## src/depth_crop_downscale_macros.svh

```systemverilog
// Assertion helpers for the top-level module, the only file that carries checks.
// Both use the enclosing module's clock and reset.
`ifndef DEPTH_CROP_DOWNSCALE_MACROS_SVH
`define DEPTH_CROP_DOWNSCALE_MACROS_SVH

// same-cycle implication
`define DCD_ASSERT_IMP(name, ante, cons) \
   name: assert property (@(posedge clock) disable iff (reset) (ante) |-> (cons)) \
      else $error("depth_crop_downscale: same-cycle check failed");

// next-cycle implication
`define DCD_ASSERT_NEXT(name, ante, cons) \
   name: assert property (@(posedge clock) disable iff (reset) (ante) |=> (cons)) \
      else $error("depth_crop_downscale: next-cycle check failed");

`endif

```

## src/dcd_pkg.sv

```systemverilog
`timescale 1ns / 1ps
package dcd_pkg;

   localparam int MAX_DIM   = 4096;
   localparam int DIM_W     = 13;
   localparam int CNT_W     = 12;
   localparam int ACC_W     = 32;
   localparam int FRAC_BITS = 16;
   localparam int SCALE_W   = 29;
   localparam int MM_W      = 16;
   localparam int DEPTH_W   = 23;
   localparam int CSR_W     = 29;
   localparam int CSR_IDX_W = 3;
   localparam int PICK_W    = ACC_W - FRAC_BITS + 1;

   localparam logic [DIM_W-1:0]   MAX_DIM_V = DIM_W'(MAX_DIM);
   localparam logic [SCALE_W-1:0] SCALE_ONE = SCALE_W'(1) << FRAC_BITS;

   // mm -> m Q7.16: q = floor((mm*8192 + 62) / 125), division done as
   // multiply by ceil(2^36/125) and a shift (exact for numerators < 2^29)
   localparam int NUM_PAD   = 13;
   localparam int NUM_W     = MM_W + NUM_PAD;
   localparam logic [NUM_PAD-1:0] NUM_BIAS = NUM_PAD'(62);
   localparam int RECIP_W   = 30;
   localparam logic [RECIP_W-1:0] RECIP = RECIP_W'(549755814);
   localparam int PROD_W    = NUM_W + RECIP_W;
   localparam int DIV_SHIFT = 36;

   // register indexes
   localparam logic [CSR_IDX_W-1:0] REG_SOURCE_WIDTH  = 3'd0;
   localparam logic [CSR_IDX_W-1:0] REG_SOURCE_HEIGHT = 3'd1;
   localparam logic [CSR_IDX_W-1:0] REG_OUT_WIDTH     = 3'd2;
   localparam logic [CSR_IDX_W-1:0] REG_OUT_HEIGHT    = 3'd3;
   localparam logic [CSR_IDX_W-1:0] REG_SCALE_Q16     = 3'd4;
   localparam logic [CSR_IDX_W-1:0] REG_CROP_COL      = 3'd5;
   localparam logic [CSR_IDX_W-1:0] REG_CROP_ROW      = 3'd6;

   localparam logic [DIM_W-1:0]   RST_SOURCE_WIDTH  = DIM_W'(512);
   localparam logic [DIM_W-1:0]   RST_SOURCE_HEIGHT = DIM_W'(424);
   localparam logic [DIM_W-1:0]   RST_OUT_WIDTH     = DIM_W'(512);
   localparam logic [DIM_W-1:0]   RST_OUT_HEIGHT    = DIM_W'(424);

   localparam int Q_DEPTH = 4;
   localparam int Q_AW    = 2;
   localparam int Q_CW    = 3;
   localparam logic [Q_CW-1:0] Q_FULL_COUNT = Q_CW'(Q_DEPTH);

   typedef struct packed {
      logic [DIM_W-1:0]   source_width;
      logic [DIM_W-1:0]   source_height;
      logic [DIM_W-1:0]   out_width;
      logic [DIM_W-1:0]   out_height;
      logic [SCALE_W-1:0] scale_q16;
      logic [CNT_W-1:0]   crop_col;
      logic [CNT_W-1:0]   crop_row;
   } cfg_type;

   typedef struct packed {
      logic [MM_W-1:0]  depth_mm;
      logic [CNT_W-1:0] out_x;
      logic [CNT_W-1:0] out_y;
      logic             line_end;
      logic             frame_end;
   } entry_type;

   typedef struct packed {
      logic      valid;
      entry_type entry;
   } push_type;

   typedef struct packed {
      logic full;
      logic empty;
   } qstat_type;

endpackage

```

## src/dcd_front.sv

```systemverilog
`timescale 1ns / 1ps
module dcd_front (
   input  logic                      clock,
   input  logic                      reset,
   input  dcd_pkg::cfg_type          cfg,
   input  logic                      req_valid,
   output logic                      req_stall,
   input  logic [dcd_pkg::MM_W-1:0]  req_depth_mm,
   input  logic                      req_frame_start,
   input  dcd_pkg::qstat_type        qstat,
   output dcd_pkg::push_type         push
);

   logic [dcd_pkg::CNT_W-1:0]  icc_ff, icc_in, irc_ff, irc_in;
   logic [dcd_pkg::CNT_W-1:0]  occ_ff, occ_in, orc_ff, orc_in;
   logic [dcd_pkg::ACC_W-1:0]  cacc_ff, cacc_in, racc_ff, racc_in;

   logic [dcd_pkg::CNT_W-1:0]   icc, irc, occ, orc;
   logic [dcd_pkg::ACC_W-1:0]   cacc, racc;
   logic [dcd_pkg::DIM_W-1:0]   sw, sh, ow, oh;
   logic [dcd_pkg::SCALE_W-1:0] step;
   logic [dcd_pkg::PICK_W-1:0]  tgt_row, tgt_col;
   logic [dcd_pkg::ACC_W:0]     csum, rsum;
   logic [dcd_pkg::ACC_W-1:0]   cacc_add, racc_add;
   logic                        accept, enabled, row_hit, col_hit, src_line_end;
   logic                        le, fe;

   always_comb begin
      sw = (cfg.source_width == '0) ? dcd_pkg::DIM_W'(1) :
           (cfg.source_width > dcd_pkg::MAX_DIM_V) ? dcd_pkg::MAX_DIM_V : cfg.source_width;
      sh = (cfg.source_height == '0) ? dcd_pkg::DIM_W'(1) :
           (cfg.source_height > dcd_pkg::MAX_DIM_V) ? dcd_pkg::MAX_DIM_V : cfg.source_height;
      ow = (cfg.out_width > dcd_pkg::MAX_DIM_V) ? dcd_pkg::MAX_DIM_V : cfg.out_width;
      oh = (cfg.out_height > dcd_pkg::MAX_DIM_V) ? dcd_pkg::MAX_DIM_V : cfg.out_height;
      step = (cfg.scale_q16 < dcd_pkg::SCALE_ONE) ? dcd_pkg::SCALE_ONE : cfg.scale_q16;
   end

   // frame start clears position before the word is judged
   always_comb begin
      icc  = req_frame_start ? '0 : icc_ff;
      irc  = req_frame_start ? '0 : irc_ff;
      occ  = req_frame_start ? '0 : occ_ff;
      orc  = req_frame_start ? '0 : orc_ff;
      cacc = req_frame_start ? '0 : cacc_ff;
      racc = req_frame_start ? '0 : racc_ff;
   end

   always_comb begin
      enabled = (ow <= sw) && (oh <= sh) && (ow != '0) && (oh != '0);
      tgt_row = dcd_pkg::PICK_W'(racc[dcd_pkg::ACC_W-1:dcd_pkg::FRAC_BITS])
              + dcd_pkg::PICK_W'(cfg.crop_row);
      tgt_col = dcd_pkg::PICK_W'(cacc[dcd_pkg::ACC_W-1:dcd_pkg::FRAC_BITS])
              + dcd_pkg::PICK_W'(cfg.crop_col);
      row_hit = enabled && (dcd_pkg::DIM_W'(orc) < oh)
              && (dcd_pkg::PICK_W'(irc) == tgt_row);
      col_hit = row_hit && (dcd_pkg::DIM_W'(occ) < ow)
              && (dcd_pkg::PICK_W'(icc) == tgt_col);
      le = (dcd_pkg::DIM_W'(occ) + dcd_pkg::DIM_W'(1)) == ow;
      fe = le && ((dcd_pkg::DIM_W'(orc) + dcd_pkg::DIM_W'(1)) == oh);
      src_line_end = (dcd_pkg::DIM_W'(icc) + dcd_pkg::DIM_W'(1)) >= sw;

      // saturating accumulators
      csum = (dcd_pkg::ACC_W+1)'(cacc) + (dcd_pkg::ACC_W+1)'(step);
      rsum = (dcd_pkg::ACC_W+1)'(racc) + (dcd_pkg::ACC_W+1)'(step);
      cacc_add = csum[dcd_pkg::ACC_W] ? '1 : csum[dcd_pkg::ACC_W-1:0];
      racc_add = rsum[dcd_pkg::ACC_W] ? '1 : rsum[dcd_pkg::ACC_W-1:0];
   end

   assign req_stall = qstat.full;
   assign accept    = req_valid && !qstat.full;

   always_comb begin
      icc_in  = icc_ff;
      irc_in  = irc_ff;
      occ_in  = occ_ff;
      orc_in  = orc_ff;
      cacc_in = cacc_ff;
      racc_in = racc_ff;
      if (accept) begin
         irc_in  = irc;
         orc_in  = orc;
         racc_in = racc;
         if (src_line_end) begin
            icc_in  = '0;
            irc_in  = irc + dcd_pkg::CNT_W'(1);
            occ_in  = '0;
            cacc_in = '0;
            if (row_hit) begin
               orc_in  = orc + dcd_pkg::CNT_W'(1);
               racc_in = racc_add;
            end
         end else begin
            icc_in  = icc + dcd_pkg::CNT_W'(1);
            occ_in  = col_hit ? occ + dcd_pkg::CNT_W'(1) : occ;
            cacc_in = col_hit ? cacc_add : cacc;
         end
      end
   end

   always_ff @(posedge clock) begin
      if (reset) begin
         icc_ff  <= '0;
         irc_ff  <= '0;
         occ_ff  <= '0;
         orc_ff  <= '0;
         cacc_ff <= '0;
         racc_ff <= '0;
      end else begin
         icc_ff  <= icc_in;
         irc_ff  <= irc_in;
         occ_ff  <= occ_in;
         orc_ff  <= orc_in;
         cacc_ff <= cacc_in;
         racc_ff <= racc_in;
      end
   end

   always_comb begin
      push.valid           = accept && col_hit;
      push.entry.depth_mm  = req_depth_mm;
      push.entry.out_x     = occ;
      push.entry.out_y     = orc;
      push.entry.line_end  = le;
      push.entry.frame_end = fe;
   end

endmodule

```

## src/dcd_queue.sv

```systemverilog
`timescale 1ns / 1ps
module dcd_queue (
   input  logic                clock,
   input  logic                reset,
   input  dcd_pkg::push_type   push,
   input  logic                pop,
   output dcd_pkg::qstat_type  qstat,
   output dcd_pkg::entry_type  head
);

   dcd_pkg::entry_type        mem_ff [dcd_pkg::Q_DEPTH];
   logic [dcd_pkg::Q_AW-1:0]  wr_ptr_ff, wr_ptr_in, rd_ptr_ff, rd_ptr_in;
   logic [dcd_pkg::Q_CW-1:0]  count_ff, count_in;

   always_comb begin
      wr_ptr_in = push.valid ? wr_ptr_ff + dcd_pkg::Q_AW'(1) : wr_ptr_ff;
      rd_ptr_in = pop ? rd_ptr_ff + dcd_pkg::Q_AW'(1) : rd_ptr_ff;
      count_in  = count_ff;
      if (push.valid && !pop) begin
         count_in = count_ff + dcd_pkg::Q_CW'(1);
      end else if (pop && !push.valid) begin
         count_in = count_ff - dcd_pkg::Q_CW'(1);
      end
   end

   always_ff @(posedge clock) begin
      if (reset) begin
         wr_ptr_ff <= '0;
         rd_ptr_ff <= '0;
         count_ff  <= '0;
      end else begin
         wr_ptr_ff <= wr_ptr_in;
         rd_ptr_ff <= rd_ptr_in;
         count_ff  <= count_in;
      end
   end

   always_ff @(posedge clock) begin
      if (push.valid) begin
         mem_ff[wr_ptr_ff] <= push.entry;
      end
   end

   assign qstat.full  = (count_ff == dcd_pkg::Q_FULL_COUNT);
   assign qstat.empty = (count_ff == '0);
   assign head        = mem_ff[rd_ptr_ff];

endmodule

```

## src/dcd_back.sv

```systemverilog
`timescale 1ns / 1ps
module dcd_back (
   input  logic                         clock,
   input  logic                         reset,
   input  dcd_pkg::qstat_type           qstat,
   input  dcd_pkg::entry_type           head,
   output logic                         pop,
   output logic                         rsp_valid,
   input  logic                         rsp_stall,
   output logic [dcd_pkg::DEPTH_W-1:0]  rsp_depth_m_q16,
   output logic [dcd_pkg::CNT_W-1:0]    rsp_out_x,
   output logic [dcd_pkg::CNT_W-1:0]    rsp_out_y,
   output logic                         rsp_line_end,
   output logic                         rsp_frame_end
);

   // stage 1: reciprocal multiply
   logic                          v1_ff, v1_in;
   logic [dcd_pkg::PROD_W-1:0]    prod_ff, prod_in;
   dcd_pkg::entry_type            meta_ff;
   // stage 2: output word
   logic                          ov_ff, ov_in;
   logic [dcd_pkg::DEPTH_W-1:0]   depth_ff;
   logic [dcd_pkg::CNT_W-1:0]     x_ff, y_ff;
   logic                          le_ff, fe_ff;

   logic [dcd_pkg::NUM_W-1:0]     numer;
   logic                          adv1, adv2;

   assign adv2 = !ov_ff || !rsp_stall;
   assign adv1 = !v1_ff || adv2;
   assign pop  = !qstat.empty && adv1;

   // mm*8192 + 62: the bias fits below the shifted sample
   assign numer   = {head.depth_mm, dcd_pkg::NUM_BIAS};
   assign prod_in = dcd_pkg::PROD_W'(numer) * dcd_pkg::PROD_W'(dcd_pkg::RECIP);

   assign v1_in = adv1 ? !qstat.empty : v1_ff;
   assign ov_in = adv2 ? v1_ff : ov_ff;

   always_ff @(posedge clock) begin
      if (reset) begin
         v1_ff <= 1'b0;
         ov_ff <= 1'b0;
      end else begin
         v1_ff <= v1_in;
         ov_ff <= ov_in;
      end
   end

   always_ff @(posedge clock) begin
      if (adv1) begin
         prod_ff <= prod_in;
         meta_ff <= head;
      end
      if (adv2) begin
         depth_ff <= prod_ff[dcd_pkg::DIV_SHIFT +: dcd_pkg::DEPTH_W];
         x_ff     <= meta_ff.out_x;
         y_ff     <= meta_ff.out_y;
         le_ff    <= meta_ff.line_end;
         fe_ff    <= meta_ff.frame_end;
      end
   end

   assign rsp_valid       = ov_ff;
   assign rsp_depth_m_q16 = depth_ff;
   assign rsp_out_x       = x_ff;
   assign rsp_out_y       = y_ff;
   assign rsp_line_end    = le_ff;
   assign rsp_frame_end   = fe_ff;

endmodule

```

## src/depth_crop_downscale.sv

```systemverilog
`timescale 1ns / 1ps
// channel | ports                                  | moves
// --------+----------------------------------------+--------------------------------
// req     | req_valid, req_stall, req_*            | one source depth word
// rsp     | rsp_valid, rsp_stall, rsp_*            | one kept pixel, metres Q7.16
// csr     | csr_we, csr_index, csr_wdata           | register write, no read-back
//
// One source word accepted per clock while req_stall is low; a kept word reaches rsp
// through the queue, the multiply register and the output register.
// req_stall rises only when the 4-word queue is full, i.e. after rsp_stall backs it up.
// Synchronous reset clears counters, queue and pipeline and loads register defaults.
`include "depth_crop_downscale_macros.svh"
module depth_crop_downscale (
   input  logic                           clock,
   input  logic                           reset,
   input  logic                           csr_we,
   input  logic [dcd_pkg::CSR_IDX_W-1:0]  csr_index,
   input  logic [dcd_pkg::CSR_W-1:0]      csr_wdata,
   input  logic                           req_valid,
   output logic                           req_stall,
   input  logic [dcd_pkg::MM_W-1:0]       req_depth_mm,
   input  logic                           req_frame_start,
   output logic                           rsp_valid,
   input  logic                           rsp_stall,
   output logic [dcd_pkg::DEPTH_W-1:0]    rsp_depth_m_q16,
   output logic [dcd_pkg::CNT_W-1:0]      rsp_out_x,
   output logic [dcd_pkg::CNT_W-1:0]      rsp_out_y,
   output logic                           rsp_line_end,
   output logic                           rsp_frame_end
);

   dcd_pkg::cfg_type    cfg_ff, cfg_in;
   dcd_pkg::push_type   push;
   dcd_pkg::qstat_type  qstat;
   dcd_pkg::entry_type  head;
   logic                pop;

   always_comb begin
      cfg_in = cfg_ff;
      if (csr_we) begin
         case (csr_index)
            dcd_pkg::REG_SOURCE_WIDTH:  cfg_in.source_width  = csr_wdata[dcd_pkg::DIM_W-1:0];
            dcd_pkg::REG_SOURCE_HEIGHT: cfg_in.source_height = csr_wdata[dcd_pkg::DIM_W-1:0];
            dcd_pkg::REG_OUT_WIDTH:     cfg_in.out_width     = csr_wdata[dcd_pkg::DIM_W-1:0];
            dcd_pkg::REG_OUT_HEIGHT:    cfg_in.out_height    = csr_wdata[dcd_pkg::DIM_W-1:0];
            dcd_pkg::REG_SCALE_Q16:     cfg_in.scale_q16     = csr_wdata[dcd_pkg::SCALE_W-1:0];
            dcd_pkg::REG_CROP_COL:      cfg_in.crop_col      = csr_wdata[dcd_pkg::CNT_W-1:0];
            dcd_pkg::REG_CROP_ROW:      cfg_in.crop_row      = csr_wdata[dcd_pkg::CNT_W-1:0];
            default: ;
         endcase
      end
   end

   always_ff @(posedge clock) begin
      if (reset) begin
         cfg_ff.source_width  <= dcd_pkg::RST_SOURCE_WIDTH;
         cfg_ff.source_height <= dcd_pkg::RST_SOURCE_HEIGHT;
         cfg_ff.out_width     <= dcd_pkg::RST_OUT_WIDTH;
         cfg_ff.out_height    <= dcd_pkg::RST_OUT_HEIGHT;
         cfg_ff.scale_q16     <= dcd_pkg::SCALE_ONE;
         cfg_ff.crop_col      <= '0;
         cfg_ff.crop_row      <= '0;
      end else begin
         cfg_ff <= cfg_in;
      end
   end

   dcd_front u_front (
      .clock           (clock),
      .reset           (reset),
      .cfg             (cfg_ff),
      .req_valid       (req_valid),
      .req_stall       (req_stall),
      .req_depth_mm    (req_depth_mm),
      .req_frame_start (req_frame_start),
      .qstat           (qstat),
      .push            (push)
   );

   dcd_queue u_queue (
      .clock (clock),
      .reset (reset),
      .push  (push),
      .pop   (pop),
      .qstat (qstat),
      .head  (head)
   );

   dcd_back u_back (
      .clock           (clock),
      .reset           (reset),
      .qstat           (qstat),
      .head            (head),
      .pop             (pop),
      .rsp_valid       (rsp_valid),
      .rsp_stall       (rsp_stall),
      .rsp_depth_m_q16 (rsp_depth_m_q16),
      .rsp_out_x       (rsp_out_x),
      .rsp_out_y       (rsp_out_y),
      .rsp_line_end    (rsp_line_end),
      .rsp_frame_end   (rsp_frame_end)
   );

   `DCD_ASSERT_IMP(a_no_push_when_full, push.valid, !qstat.full)
   `DCD_ASSERT_NEXT(a_push_fills_queue, push.valid, !qstat.empty)
   `DCD_ASSERT_IMP(a_depth_in_range, rsp_valid, rsp_depth_m_q16 <= dcd_pkg::DEPTH_W'(4294902))
   `DCD_ASSERT_IMP(a_frame_end_ends_line, rsp_valid && rsp_frame_end, rsp_line_end)

endmodule

```

## config.mk

```make
export PLATFORM = sky130hd
export DESIGN_NAME = depth_crop_downscale
export DESIGN_NICKNAME = d
export VERILOG_FILES = /design/src/dcd_pkg.sv /design/src/dcd_front.sv /design/src/dcd_queue.sv /design/src/dcd_back.sv /design/src/depth_crop_downscale.sv
export VERILOG_INCLUDE_DIRS = /design/src /design/src/src
export SDC_FILE = /design/constraint.sdc
export NUM_CORES = 2
export LEC_CHECK = 0
export BUFFER_PORTS_ARGS = -buffer_cell sky130_fd_sc_hd__clkbuf_2
export CAP_MARGIN = 10
export CELL_PAD_IN_SITES_DETAIL_PLACEMENT = 1
export CELL_PAD_IN_SITES_GLOBAL_PLACEMENT = 1
export CORE_ASPECT_RATIO = 0.7
export CORE_MARGIN = 1
export CORE_UTILIZATION = 55
export DETAILED_ROUTE_END_ITERATION = 12
export GPL_ROUTABILITY_DRIVEN = 1
export GPL_TIMING_DRIVEN = 0
export PLACE_DENSITY_LB_ADDON = 0.05
export SETUP_SLACK_MARGIN = 0.02
export SLEW_MARGIN = 20
export SYNTH_ARGS = -nofsm -noshare
export SYNTH_HDL_FRONTEND = slang
export SYNTH_HIERARCHICAL = 1
export SYNTH_SLANG_ARGS = --single-unit
```

## constraint.sdc

```tcl
create_clock -name clock -period 11.9 [get_ports clock]
set_clock_uncertainty 0.2 [all_clocks]
set_input_delay 1.19 -clock clock [delete_from_list [all_inputs] [get_ports clock]]
set_output_delay 1.19 -clock clock [all_outputs]
set_load 0.01 [all_outputs]
```

* Yosys cells after proc, flatten, opt, wreduce, memory -nomap -nowiden *
Memory sizes are Yosys's and may differ from the RTL's. A register that Yosys moved wholly into a read port is not among the register bits.
Cells that the tools add are included.

storage, ports and cells
  input port bits = 54
  output and inout bits = 51
  word-level logic and storage cells = 133
  RAM bits = 168
  flip-flop bits (word level) = 358
  memories = 1

memories
  memory          depth  bits a word  rd ports  clocked after memory_dff  write ports  line             text
  u_queue.mem_ff  4      42           1         1                         1            dcd_queue.sv:11  dcd_pkg::entry_type mem_ff [dcd_pkg::Q_DEPTH];

cells by class
  $mul = 1
  reduce and logical (&&, ||, !) cells = 36
  order comparisons = 10
  muxes and demuxes = 31
  equality and inequality tests = 11
  $add $sub $neg = 15

operators with widths
  operator                count
  $mux 32                 8
  $mux 12                 10
  $mux 13                 6
  $add 32x29->33          2
  $mul 28x29->57 const B  1
  $gt 13x13->1 const B    4
  $add 12x1->12 const B   4
  $add 12x1->13 const B   3
  $add 16x12->17          2
  $eq 12x17->1            2
  $lt 29x17->1 const B    1
  $mux 29                 1
  $eq 13x13->1            2
  $le 13x13->1            2
  $logic_not 13->1        2
  $lt 12x13->1            2
  $reduce_bool 13->1      2
  $reduce_and 2->1        7
  $ge 13x13->1            1
  $logic_and 1x1->1       13
  $eq 3x3->1 const B      4
  $logic_not 1->1         7
  $eq 3x2->1 const B      2
  $logic_not 3->1         2
  9 further kinds         14

* Logic depth before layout (Yosys ltp) *
  word-level depth = 16
  depth in mapped cells = 29
  gate-level depth less buffers = 24

* Cells and area by module *
Netlist, hierarchy kept.

modules (own cells, without submodules)
  module                area each (um2)  cells each  sequential area each (um2)  times used
  dcd_front             12,699.7         1,671       2,242.2                     1
  dcd_back              10,821.6         931         2,982.9                     1
  dcd_queue             6,542.5          264         5,225.0                     1
  depth_crop_downscale  4,245.3          389         2,102.0                     1

* Least setup slack after synthesis *
OpenSTA, ideal clock, no wires.

  path type = input to register
  start point = input req_frame_start
  end point = memory u_queue/mem_ff[0][0] in the netlist's numbering (enable)
  setup time = 0.403 ns
  stages on the path = 24
  setup slack = 3.576 ns
  buffers on the path = 11
  required time = 11.297 ns
  arrival = 7.721 ns
  cells stage by stage = clkbuf_2 -> buf_2 -> buf_2 -> buf_2 -> buf_2 -> buf_2 -> clkbuf_1 -> clkbuf_1 -> clkbuf_1 -> clkbuf_1 -> nor2b_1 -> ha_1 -> fa_1 -> nor2b_1 -> a2111o_1 -> nand4b_1 -> or4_1 -> nor4_1 -> nand4_1 -> and4bb_1 -> buf_4 -> nand3_1 -> nor3_1 -> and2_1

RTL lines
  element      line                        text
  from (decl)  depth_crop_downscale.sv:22  input logic req_frame_start,
  to (decl)    dcd_queue.sv:11

==> run_results.csv <==
group,metric,value,unit
placement,place_inst,4159,
run_status,status,"complete, no violations",
placement,numPortBuffers,84,
timing,fmax,85.8,MHz
clocking,cts_sinks,494,
logic_synthesis,yosysTopAreaCell,"edfxtp_1",
detailed_routing,vias,26700,
job,maxCapViolCount,0,
worst_setup_path,path_max_fanout,10,
cells_and_area,layout.cells.non_filler,4252,
timing,setup_violations,0,
cells_and_area,post-route-util,60.9,%
timing,finalHoldViolCount,0,
floorplanning,die_y,211,µm
logic_synthesis,async_flop_share,0,%
logic_synthesis,synth_cells,3255,
logic_synthesis,synthesis.nets,3815,
cells_and_area,fin_area,0.0375,mm²
cells_and_area,final_common_cell,"ha_1",
global_route,gr-total-overflow,0,
timing,tightest_slew,1.05,ns
clocking,cts.reportedPaths.clkPinSlew,0.07,ns
cells_and_area,syn2layout_area_growth,9.45,%
logic_synthesis,ys_top_cells_by_area,"edfxtp_1, ha_1, dfxtp_1",
detailed_routing,detail_route.drc_violations,0,
global_route,grt_usage,36.2,%
clocking,cts_tree,"built",
timing,layout_min_cycle_time,11.65,ns
timing,rsz0062_at_grt,"no",
logic_synthesis,ys.flop_type,"edfxtp_1",
detailed_routing,dr.pass1.iters,7,
cells_and_area,final-seq-area,0.0126,mm²
cells_and_area,diodes,0,
global_route,grt_max_degree,50,
worst_setup_path,worstSetupEndpointType,"flip-flop",
logic_synthesis,netlist_area,0.0343,mm²
worst_setup_path,cpPeakStageDelay,0.85,ns
global_route,grt_pass1_wl,173000,µm
timing,worst_hold_slack,0.212,ns
cells_and_area,fin_nets,3952,
floorplanning,fp.dieArea,0.0634,mm²
clocking,cts_buffers,50,
cells_and_area,final_cell_mix,"ha_1, inv_1, edfxtp_1",
floorplanning,initial_utilization,55.7,%
detailed_routing,drt_iter0_drc,2231,
logic_synthesis,syn_area_per_cell,10.5,µm²
worst_setup_path,path_class,"in2reg",
clocking,clockRootBuffer,"clkbuf_16",
placement,placed_area,0.0358,mm²
clocking,cts_buffer_depth,3,
timing,relSlewSlack,29.5,%
detailed_routing,vias_per_cell,6.28,
global_route,antenna_found_initial,0,
cells_and_area,multiInputGateArea,0.0199,mm²
detailed_routing,avgRoutedWirePerCell,26.7,µm
placement,globalplace.congestion,0.971,
logic_synthesis,synth_warnings,6,
worst_setup_path,crit_top_cell,"buf_2",
detailed_routing,ant_nets,0,
timing,fin_crit_sh,97.9,%
clocking,htreeDepth,2,
cells_and_area,drive_gt1_share,9.12,%
timing,timing.final.max_slew_violations,0,
logic_synthesis,synth_edf_count,266,
floorplanning,ioPinCount,105,
floorplanning,rows,76,
hold_path,hold_path_class,"reg2reg",
global_route,first_global_vias,28000,
floorplanning,coreArea,0.0616,mm²
logic_synthesis,yosys.area.top_type_share,23.3,%
logic_synthesis,yosysSeqAreaShare,36.6,%
worst_setup_path,start_kind,"input pin",
worst_setup_path,worstPathRequired,12.27,ns
worst_setup_path,crit_slowest_cell,"clkdlybuf4s15_1",
worst_setup_path,arrival,12.02,ns
logic_synthesis,synth_seq_cells,494,
cells_and_area,num-fill-cells,6603,
floorplanning,fp.dieW,301,µm
clocking,insertion_delay,0.64,ns
detailed_routing,wirelength,114000,µm
logic_synthesis,synth_cell_types,103,
placement,post-dp-hpwl,85900,µm
==> Yosys cell counts, drive strengths merged, types with 5 or more instances <==
library cell and count:
ha 367, inv 297, edfxtp 266, dfxtp 228, nand2b 182, nand2 158
a21oi 152, fa 139, nor2 138, mux2i 115, o21ai 109, nor2b 105
xnor2 105, clkbuf 86, nand3 76, a21o 72, buf 60, xor2 53
nor3 48, nand4 43, mux4 42, and2 41, a22o 40, and3 30
a31oi 26, a211oi 25, nor4 22, o21bai 17, o21a 15, or3 15
o211ai 13, or2 11, a2111oi 10, a211o 10, o31ai 9, and4 7
nand3b 7, a22oi 6, nand4b 6, nor4b 6, a31o 5, a41oi 5
==> state kept, by name, summed over array words and instances (netlist names), named ones only <==
register                cells
u_queue/mem_ff            168
cfg_ff                    105
u_front/cacc_ff            32
u_front/racc_ff            32
u_back/meta_ff             26
u_back/prod_ff             23
u_back/rsp_depth_m_q16     23
u_back/rsp_out_x           12
u_back/rsp_out_y           12
u_front/icc_ff             12
u_front/irc_ff             12
u_front/occ_ff             12
u_front/orc_ff             12
u_queue/count_ff            3
u_queue/rd_ptr_ff           2
u_queue/wr_ptr_ff           2
u_back/rsp_frame_end        1
u_back/rsp_line_end         1
u_back/rsp_valid            1
u_back/v1_ff                1
==> worst max-delay path: cells and delay by family <==
kind / cells / cell delay [ns]
buffers and inverters: 13 / 5.32
and+or+nand+nor: 10 / 3.02
adders and majority gates: 4 / 1.67
AOI/OAI and AO/OA: 2 / 0.54
xor gates and xnor gates: 1 / 0.21
==> what timing repair did <==
| action | in CTS | in global routing |
|---|---|---|
| gates resized for setup | 0 | 6 |
| buffers inserted | 0 | 0 |
| setup endpoints to repair | 0 | 59 |
| hold buffers | 0 | 0 |
==> path summary, 6_finish.rpt <==
path | start | end | slack, ns | cells past startpoint
min | u_back/prod_ff[39] | u_back/rsp_depth_m_q16[3] | 0.21 | 0
max | req_frame_start | u_queue/count_ff[2] | 0.25 | 30
max reg2reg | flip-flop | u_back/prod_ff[49] | 3.31 | 26
min reg2reg | u_back/prod_ff[39] | u_back/rsp_depth_m_q16[3] | 0.21 | 0
==> per-layer routing <==
metal  share of wire [%]  track usage [%]
met5                   0                0
met4                 2.5             9.52
met3                 7.3             5.86
met2                  44             55.9
met1                  46             52.8
==> cell type report <==
type,instances,area share (%)
repair buffers,85,1.17
clock buffers,70,3.75
plain buffers,146,2.11
multi-input cells,2318,53.0
well taps,819,2.73
inverters,297,2.97
flip-flops and latches,494,33.4
clock inverters,23,0.866
==> through the flow <==
stage	setup TNS, ns	setup WS (ns)
after floorplan	0	3.58
after global placement	-226.72	-1.37
after detailed placement	-0.433	-0.323
after CTS	0	0.306
after global routing	0	0.100
final	0	0.247
==> cells by family (layout without fill, tap and decap cells) <==
family / after synthesis / in the layout / share of synthesized area (%)
AOI/OAI and AO/OA: 572 / 572 / 11.3
muxes: 159 / 159 / 6.20
buffers and inverters: 443 / 621 / 5.54
DFF: 494 / 494 / 36.6
and+or+nand+nor: 922 / 922 / 14.7
adders and majority gates: 506 / 506 / 21.5
xor gates and xnor gates: 159 / 159 / 4.10
Power is not shown: default switching activity piles up to over one toggle a cycle in this logic, so the estimate is an artifact.
